### src/sbmq_pkg.sv
// sbmq_pkg: shared types, codes and state encoding for the shared buffer queue manager
// no dependencies
package sbmq_pkg;

    localparam int NUM_QUEUES   = 65;
    localparam int QIDX_W       = 7;
    localparam int MAX_OUT      = 64;

    localparam logic [1:0] OP_ARRIVAL = 2'd0;
    localparam logic [1:0] OP_DEQUEUE = 2'd1;
    localparam logic [1:0] OP_REPORT  = 2'd2;

    localparam logic [1:0] KIND_PACKET = 2'd0;
    localparam logic [1:0] KIND_STATUS = 2'd1;
    localparam logic [1:0] KIND_REPORT = 2'd2;

    localparam logic [1:0] PORT_PERIODIC = 2'd0;
    localparam logic [1:0] PORT_CRITICAL = 2'd1;
    localparam logic [1:0] PORT_BURST    = 2'd2;

    localparam logic [2:0] ST_ACCEPTED   = 3'd0;
    localparam logic [2:0] ST_BUF_FULL   = 3'd1;
    localparam logic [2:0] ST_BURST_FULL = 3'd2;
    localparam logic [2:0] ST_QUEUE_FULL = 3'd3;
    localparam logic [2:0] ST_BAD_STREAM = 3'd4;

    typedef struct packed {
        logic [1:0]  op;
        logic [6:0]  stream;
        logic [5:0]  destination;
        logic [15:0] pkt_size;
        logic [15:0] pkt_tag;
        logic [31:0] now;
        logic [6:0]  subqueue;
        logic [6:0]  frame_count;
    } in_item_t;

    typedef struct packed {
        logic [1:0]  kind;
        logic [15:0] out_tag;
        logic [15:0] out_size;
        logic [1:0]  out_port;
        logic [2:0]  status;
        logic [6:0]  queue_index;
        logic [6:0]  queue_count;
        logic [31:0] head_age;
        logic [31:0] buffered_bits;
        logic        last;
    } out_item_t;

    typedef enum logic [3:0] {
        S_IDLE,
        S_ARR_CHECK,
        S_ARR_WRITE,
        S_DEQ_PTR,
        S_DEQ_READ,
        S_DEQ_WAIT,
        S_DEQ_EMIT,
        S_RPT_PTR,
        S_RPT_READ,
        S_RPT_WAIT,
        S_RPT_LOAD,
        S_RPT_SCAN,
        S_RPT_EMIT,
        S_OUT
    } state_t;

    // controller to datapath
    typedef struct packed {
        logic latch_in;      // capture input transaction, compute route
        logic ptr_read;      // read pointers and fill of the latched queue
        logic arr_write;     // admit / drop, write store, emit status
        logic deq_read;      // issue store read at head of dequeue queue
        logic deq_emit;      // pop and build packet result
        logic rpt_start;     // reset report walk counter, used flags and emitted count
        logic rpt_ptr;       // read pointers and fill of report queue counter
        logic rpt_read;      // issue store read for report queue counter
        logic rpt_load;      // store age and fill for report queue counter, advance
        logic scan_start;    // start a selection pass
        logic scan_step;     // compare one candidate
        logic rpt_emit;      // emit the selected report entry
    } cmd_t;

    // datapath to controller
    typedef struct packed {
        logic deq_ok;        // dequeue queue valid and nonempty, under limit
        logic walk_done;     // report load walk finished
        logic scan_done;     // selection pass finished
    } status_t;

endpackage

### src/sbmq_ctrl.sv
// sbmq_ctrl: sequencing state machine for arrivals, dequeues and reports
// depends on sbmq_pkg
module sbmq_ctrl (
    input  logic                clk,
    input  logic                rst_n,
    input  logic                in_valid,
    output logic                in_stall,
    input  logic [1:0]          in_op,
    output logic                out_valid,
    input  logic                out_stall,
    input  logic                out_last,
    output sbmq_pkg::cmd_t      cmd,
    input  sbmq_pkg::status_t   stat
);

    sbmq_pkg::state_t state_reg, state_next;
    sbmq_pkg::state_t ret_reg, ret_next;

    always_ff @(posedge clk or negedge rst_n)
    begin
        if (!rst_n)
        begin
            state_reg <= sbmq_pkg::S_IDLE;
            ret_reg   <= sbmq_pkg::S_IDLE;
        end
        else
        begin
            state_reg <= state_next;
            ret_reg   <= ret_next;
        end
    end

    always_comb
    begin
        state_next = state_reg;
        ret_next   = ret_reg;
        cmd        = '0;
        in_stall   = 1'b1;
        out_valid  = 1'b0;
        case (state_reg)
            sbmq_pkg::S_IDLE:
            begin
                in_stall = 1'b0;
                if (in_valid)
                begin
                    cmd.latch_in = 1'b1;
                    case (in_op)
                        sbmq_pkg::OP_ARRIVAL: state_next = sbmq_pkg::S_ARR_CHECK;
                        sbmq_pkg::OP_DEQUEUE: state_next = sbmq_pkg::S_DEQ_PTR;
                        sbmq_pkg::OP_REPORT:
                        begin
                            cmd.rpt_start = 1'b1;
                            state_next = sbmq_pkg::S_RPT_PTR;
                        end
                        default: state_next = sbmq_pkg::S_IDLE;
                    endcase
                end
            end
            sbmq_pkg::S_ARR_CHECK:
            begin
                cmd.ptr_read = 1'b1;
                state_next = sbmq_pkg::S_ARR_WRITE;
            end
            sbmq_pkg::S_ARR_WRITE:
            begin
                cmd.arr_write = 1'b1;
                ret_next = sbmq_pkg::S_IDLE;
                state_next = sbmq_pkg::S_OUT;
            end
            sbmq_pkg::S_DEQ_PTR:
            begin
                cmd.ptr_read = 1'b1;
                state_next = sbmq_pkg::S_DEQ_READ;
            end
            sbmq_pkg::S_DEQ_READ:
            begin
                if (stat.deq_ok)
                begin
                    cmd.deq_read = 1'b1;
                    state_next = sbmq_pkg::S_DEQ_WAIT;
                end
                else
                    state_next = sbmq_pkg::S_IDLE;
            end
            sbmq_pkg::S_DEQ_WAIT:
            begin
                state_next = sbmq_pkg::S_DEQ_EMIT;
            end
            sbmq_pkg::S_DEQ_EMIT:
            begin
                cmd.deq_emit = 1'b1;
                ret_next = sbmq_pkg::S_DEQ_READ;
                state_next = sbmq_pkg::S_OUT;
            end
            sbmq_pkg::S_RPT_PTR:
            begin
                cmd.rpt_ptr = 1'b1;
                state_next = sbmq_pkg::S_RPT_READ;
            end
            sbmq_pkg::S_RPT_READ:
            begin
                cmd.rpt_read = 1'b1;
                state_next = sbmq_pkg::S_RPT_WAIT;
            end
            sbmq_pkg::S_RPT_WAIT:
            begin
                state_next = sbmq_pkg::S_RPT_LOAD;
            end
            sbmq_pkg::S_RPT_LOAD:
            begin
                cmd.rpt_load = 1'b1;
                if (stat.walk_done)
                begin
                    cmd.scan_start = 1'b1;
                    state_next = sbmq_pkg::S_RPT_SCAN;
                end
                else
                    state_next = sbmq_pkg::S_RPT_PTR;
            end
            sbmq_pkg::S_RPT_SCAN:
            begin
                cmd.scan_step = 1'b1;
                if (stat.scan_done)
                    state_next = sbmq_pkg::S_RPT_EMIT;
            end
            sbmq_pkg::S_RPT_EMIT:
            begin
                cmd.rpt_emit = 1'b1;
                ret_next = sbmq_pkg::S_RPT_SCAN;
                state_next = sbmq_pkg::S_OUT;
            end
            sbmq_pkg::S_OUT:
            begin
                out_valid = 1'b1;
                if (!out_stall)
                begin
                    if (out_last)
                        state_next = sbmq_pkg::S_IDLE;
                    else
                    begin
                        state_next = ret_reg;
                        if (ret_reg == sbmq_pkg::S_RPT_SCAN)
                            cmd.scan_start = 1'b1;
                    end
                end
            end
            default: state_next = sbmq_pkg::S_IDLE;
        endcase
    end

endmodule

### config.mk
export PLATFORM = sky130hd
export DESIGN_NAME = sbmq_ctrl
export DESIGN_NICKNAME = d
export VERILOG_FILES = /design/src/sbmq_pkg.sv /design/src/sbmq_ctrl.sv
export SDC_FILE = /design/constraint.sdc
export NUM_CORES = 1
export LEC_CHECK = 0
export ABC_AREA = 1
export ABC_CLOCK_PERIOD_IN_PS = 2250
export BUFFER_PORTS_ARGS = -buffer_cell sky130_fd_sc_hd__clkbuf_2
export CORE_AREA = 2 2 42 44
export DETAILED_ROUTE_END_ITERATION = 8
export DIE_AREA = 0 0 44 46
export GPL_ROUTABILITY_DRIVEN = 0
export PLACE_DENSITY = 0.66
export SLEW_MARGIN = 40
export SYNTH_ARGS = -nofsm -noshare
export SYNTH_HDL_FRONTEND = slang
export SYNTH_SLANG_ARGS = --single-unit
### constraint.sdc
create_clock -name clk -period 2.25 [get_ports clk]
set_clock_uncertainty 0.05 [all_clocks]
set_input_delay 0.675 -clock clk [delete_from_list [all_inputs] [get_ports clk]]
set_output_delay 0.675 -clock clk [all_outputs]
set_load 0.03 [all_outputs]
* Word-level counts from Yosys, hierarchy flattened
Index checks and enable logic that the tools add are counted.
Word-level totals: register bits after elaboration 8, input port bits 10, output and inout bits 14, logic and storage cells 58
Cells by class: eq/ne operators 19, muxes and demuxes 31, reductions and logical operators 6
Operators with widths (count):
- $pmux 4 s12 | 1
- $eq 4x4->1 const B | 7
- $mux 1 | 21
- $mux 4 | 5
- $eq 4x3->1 const B | 4
- $pmux 4 s3 | 1
- $pmux 3 s3 | 1
- $eq 4x2->1 const B | 2
- $ne 2x2->1 const B | 3
- $eq 4x1->1 const B | 1
- $logic_not 4->1 | 1
- $mux 3 | 1
- $reduce_and 3->1 | 1
- $reduce_bool 3->1 | 1
- $reduce_or 3->1 | 1
- $eq 2x1->1 const B | 1
- $eq 2x2->1 const B | 1
- $logic_not 2->1 | 1
- $pmux 1 s2 | 1
- $reduce_or 2->1 | 1

* Depth between registers and ports, before layout
word-level depth 5, gate-level depth with buffers 9, mapped depth without buffers 9

* Least setup slack after synthesis
No wires, ideal clock.
path kind register -> output, from register state_reg[1], to output cmd[2] in the netlist's numbering, arrival time 1.739 ns, setup slack -0.214 ns, stages on the path, launching flop included 6, path buffers 0, cell sequence dfrtp_1 -> inv_2 -> nand2_2 -> nor2_4 -> nand2_1 -> o31ai_1
RTL lines:
- start, declared | line sbmq_ctrl.sv:16 | sbmq_pkg::state_t state_reg, state_next;
- start signal, assigned | line sbmq_ctrl.sv:23 | state_reg <= sbmq_pkg::S_IDLE;
- start signal, assigned | line sbmq_ctrl.sv:28 | state_reg <= state_next;
- end, declared | line sbmq_ctrl.sv:12 | output sbmq_pkg::cmd_t cmd,

==> impl_metrics.yaml <==
timing:
  slew_headroom: 0.805
  timing.final.crit_share: 0.967
  fmax_mhz: 460
  fin_tns_setup_ns: 0
  final-setup-viol-count: 0
  tightest_slew_ns: 0.291
  holdWs_ns: 0.203
  maxSlewViolCount: 0
  hold_viol_final: 0
  finalCriticalPeriod_ns: 2.18
  rsz0062_at_grt: "no"
detailed_routing:
  drtIter0Drc: 22
  wl_per_cell_um: 10.1
  wl_mm: 1.41
  drt_pass1_iterations: 6
  ant_nets: 0
  route.vias.total: 655
  drc: 0
  viasPerCell: 4.68
floorplanning:
  rows: 15
  die-area_um2: 2020
  dieHeight_um: 46
  die_x_um: 44
  coreArea_um2: 1610
  io_pins: 24
  start_util: 0.370
cells_and_area:
  multi_input_area_um2: 373
  diodes: 0
  layout_common_cells: "24 x nand2_1, 22 x clkbuf_2, 18 x nor2_1, 15 x inv_1, 7 x nand3_1"
  nNetsFinal: 137
  num-fill-cells: 169
  drive_gt1_frac: 0.358
  synthToLayoutAreaGrowth_pct: 28.1
  finalInstanceArea_um2: 764
  area.sequential_um2: 151
  instances_no_fill: 140
  mostFrequentLayoutCell: "nand2_1"
  largest_reg_flops: 4
placed_design:
  dp.cells: 136
  dpl.hpwl_mm: 1.23
  io_buffers: 23
  postPlaceCellArea_um2: 731
power:
  power_leakage_nw: 0.485
  pwr_density_cell_nw_per_um2: 1300
  irDropWorstVdd_mv: 0.497
yosys:
  synth_area_leaders: "dfrtp_1 25%, nand2_1 15%, nor2_1 11%"
  yosysTopAreaCellShare: 0.252
  async_flop_share: 1.00
  synth_flop_cell: "dfrtp_1"
  yosysWarnings: 0
  syn_area_per_cell_um2: 6.15
  netlist_area_um2: 597
  syn_nets: 109
  yosys.area.top_type: "dfrtp_1"
  syn_inst: 97
  ys_ff_latch: 6
  yosysSeqAreaShare: 0.252
  yosysUniqueCellTypes: 20
  synth_edf_count: 0
global_routing:
  grt_pass1_wl_mm: 2.18
  grt_overflow: 0
  antenna_found_initial: 0
  grt_max_degree: 8
  grt_usage: 0.146
  grt_pass1_vias: 557
critical_path:
  endpoint_kind: "output pin"
  cp_max_fo: 7
  path_class: "reg -> out"
  required_ns: 1.52
  worst_ep_arrival_time_ns: 1.45
  cp-start-kind: "flip-flop"
clocking:
  root_buffer: "clkbuf_4"
  cts_tree: "yes"
  cts.hold.buffers_added: 0
  cts_max_level: 1
  clk_pin_slew_ns: 0.04
  cts_buffer_depth: 2
  cts.sinks: 6
  clkLatencyLatePin_ns: 0.23
  cts_buffers: 3
job:
  drv_cap: 0
outcome:
  outcome: "completed"
min_path:
  hold_path_class: "in -> async"
==> final cells by class <==
class | instances | area share
multi-input cells | 72 | 0.488
flip-flops and latches | 6 | 0.198
repair buffers | 25 | 0.173
inverters | 17 | 0.0835
clock buffers | 3 | 0.0295
well taps | 17 | 0.0278
==> synthesized netlist by cell type (2+ instances only) <==
library cell,count
nand2_1,24
nor2_1,18
inv_1,15
nand3_1,7
dfrtp_1,6
nand2_2,6
nor2_4,3
a21oi_1,2
buf_4,2
ha_1,2
inv_2,2
o21ai_0,2
==> worst max-delay path: stages (launching register included) <==
cell	delay, ns
dfrtp_2	0.47
inv_2	0.09
nand2_2	0.08
nor2_4	0.12
nand2_1	0.09
o31ai_2	0.18
buf_4	0.19
==> final timing paths <==
kind,start,end,slack (ns),depth (start not counted)
worst max-delay path,state_reg[1]$_DFFE_PN0P_,cmd[2],0.07,6
worst min-delay path,rst_n,ret_reg[2]$_DFFE_PN0P_,0.20,1
worst max register to register,state_reg[0]$_DFFE_PN0P_,state_reg[1]$_DFFE_PN0P_,0.84,7
worst min register to register,ret_reg[1]$_DFFE_PN0P_,ret_reg[1]$_DFFE_PN0P_,0.51,2
max in group asynchronous,rst_n,state_reg[1]$_DFFE_PN0P_,1.79,1
min in group clk,ret_reg[1]$_DFFE_PN0P_,ret_reg[1]$_DFFE_PN0P_,0.51,2
==> logic make-up after synthesis <==
group / share of synthesized area
AND/OR/NAND/NOR: 0.503
flip-flops: 0.252
AO/OA/AOI/OAI: 0.0713
adder cells (fa/ha/maj): 0.0419
buffers and inverters: 0.132
==> where the power goes <==
part	internal, W	leakage [nW]	total [W]	switching (W)
registers	0.000161	0.0747	0.000219	0.0000578
clock network	0.0000599	0.0138	0.0000927	0.0000327
logic	0.000211	0.396	0.000682	0.000471
==> through the flow <==
stage	utilization	total power [W]	setup WS [ns]
5_1_grt	0.474	0.00108	0.0163
3_5_place_dp	0.453	0.000895	0.111
4_1_cts	0.474	0.00100	0.0471
2_1_floorplan	-	0.000738	0.0300
3_3_place_gp	0.453	0.000886	0.151
6_report	0.474	0.000993	0.0740
==> timing repair <==
item,4_1_cts,5_1_grt
gates cloned,0,0
buffers inserted,1,0
setup endpoints to repair,1,1
gates resized for setup,2,1
pin swaps,1,0
==> metal layers <==
| layer | up-vias | routed length, µm | track usage |
|---|---|---|---|
| li1 | 350 | - | - |
| met4 | 0 | 0 | 0.0970 |
| met5 | - | 0 | 0 |
| met3 | 0 | 40 | 0.0198 |
| met1 | 292 | 624 | 0.174 |
| met2 | 13 | 748 | 0.244 |
Power figures use the tool's default switching activity.
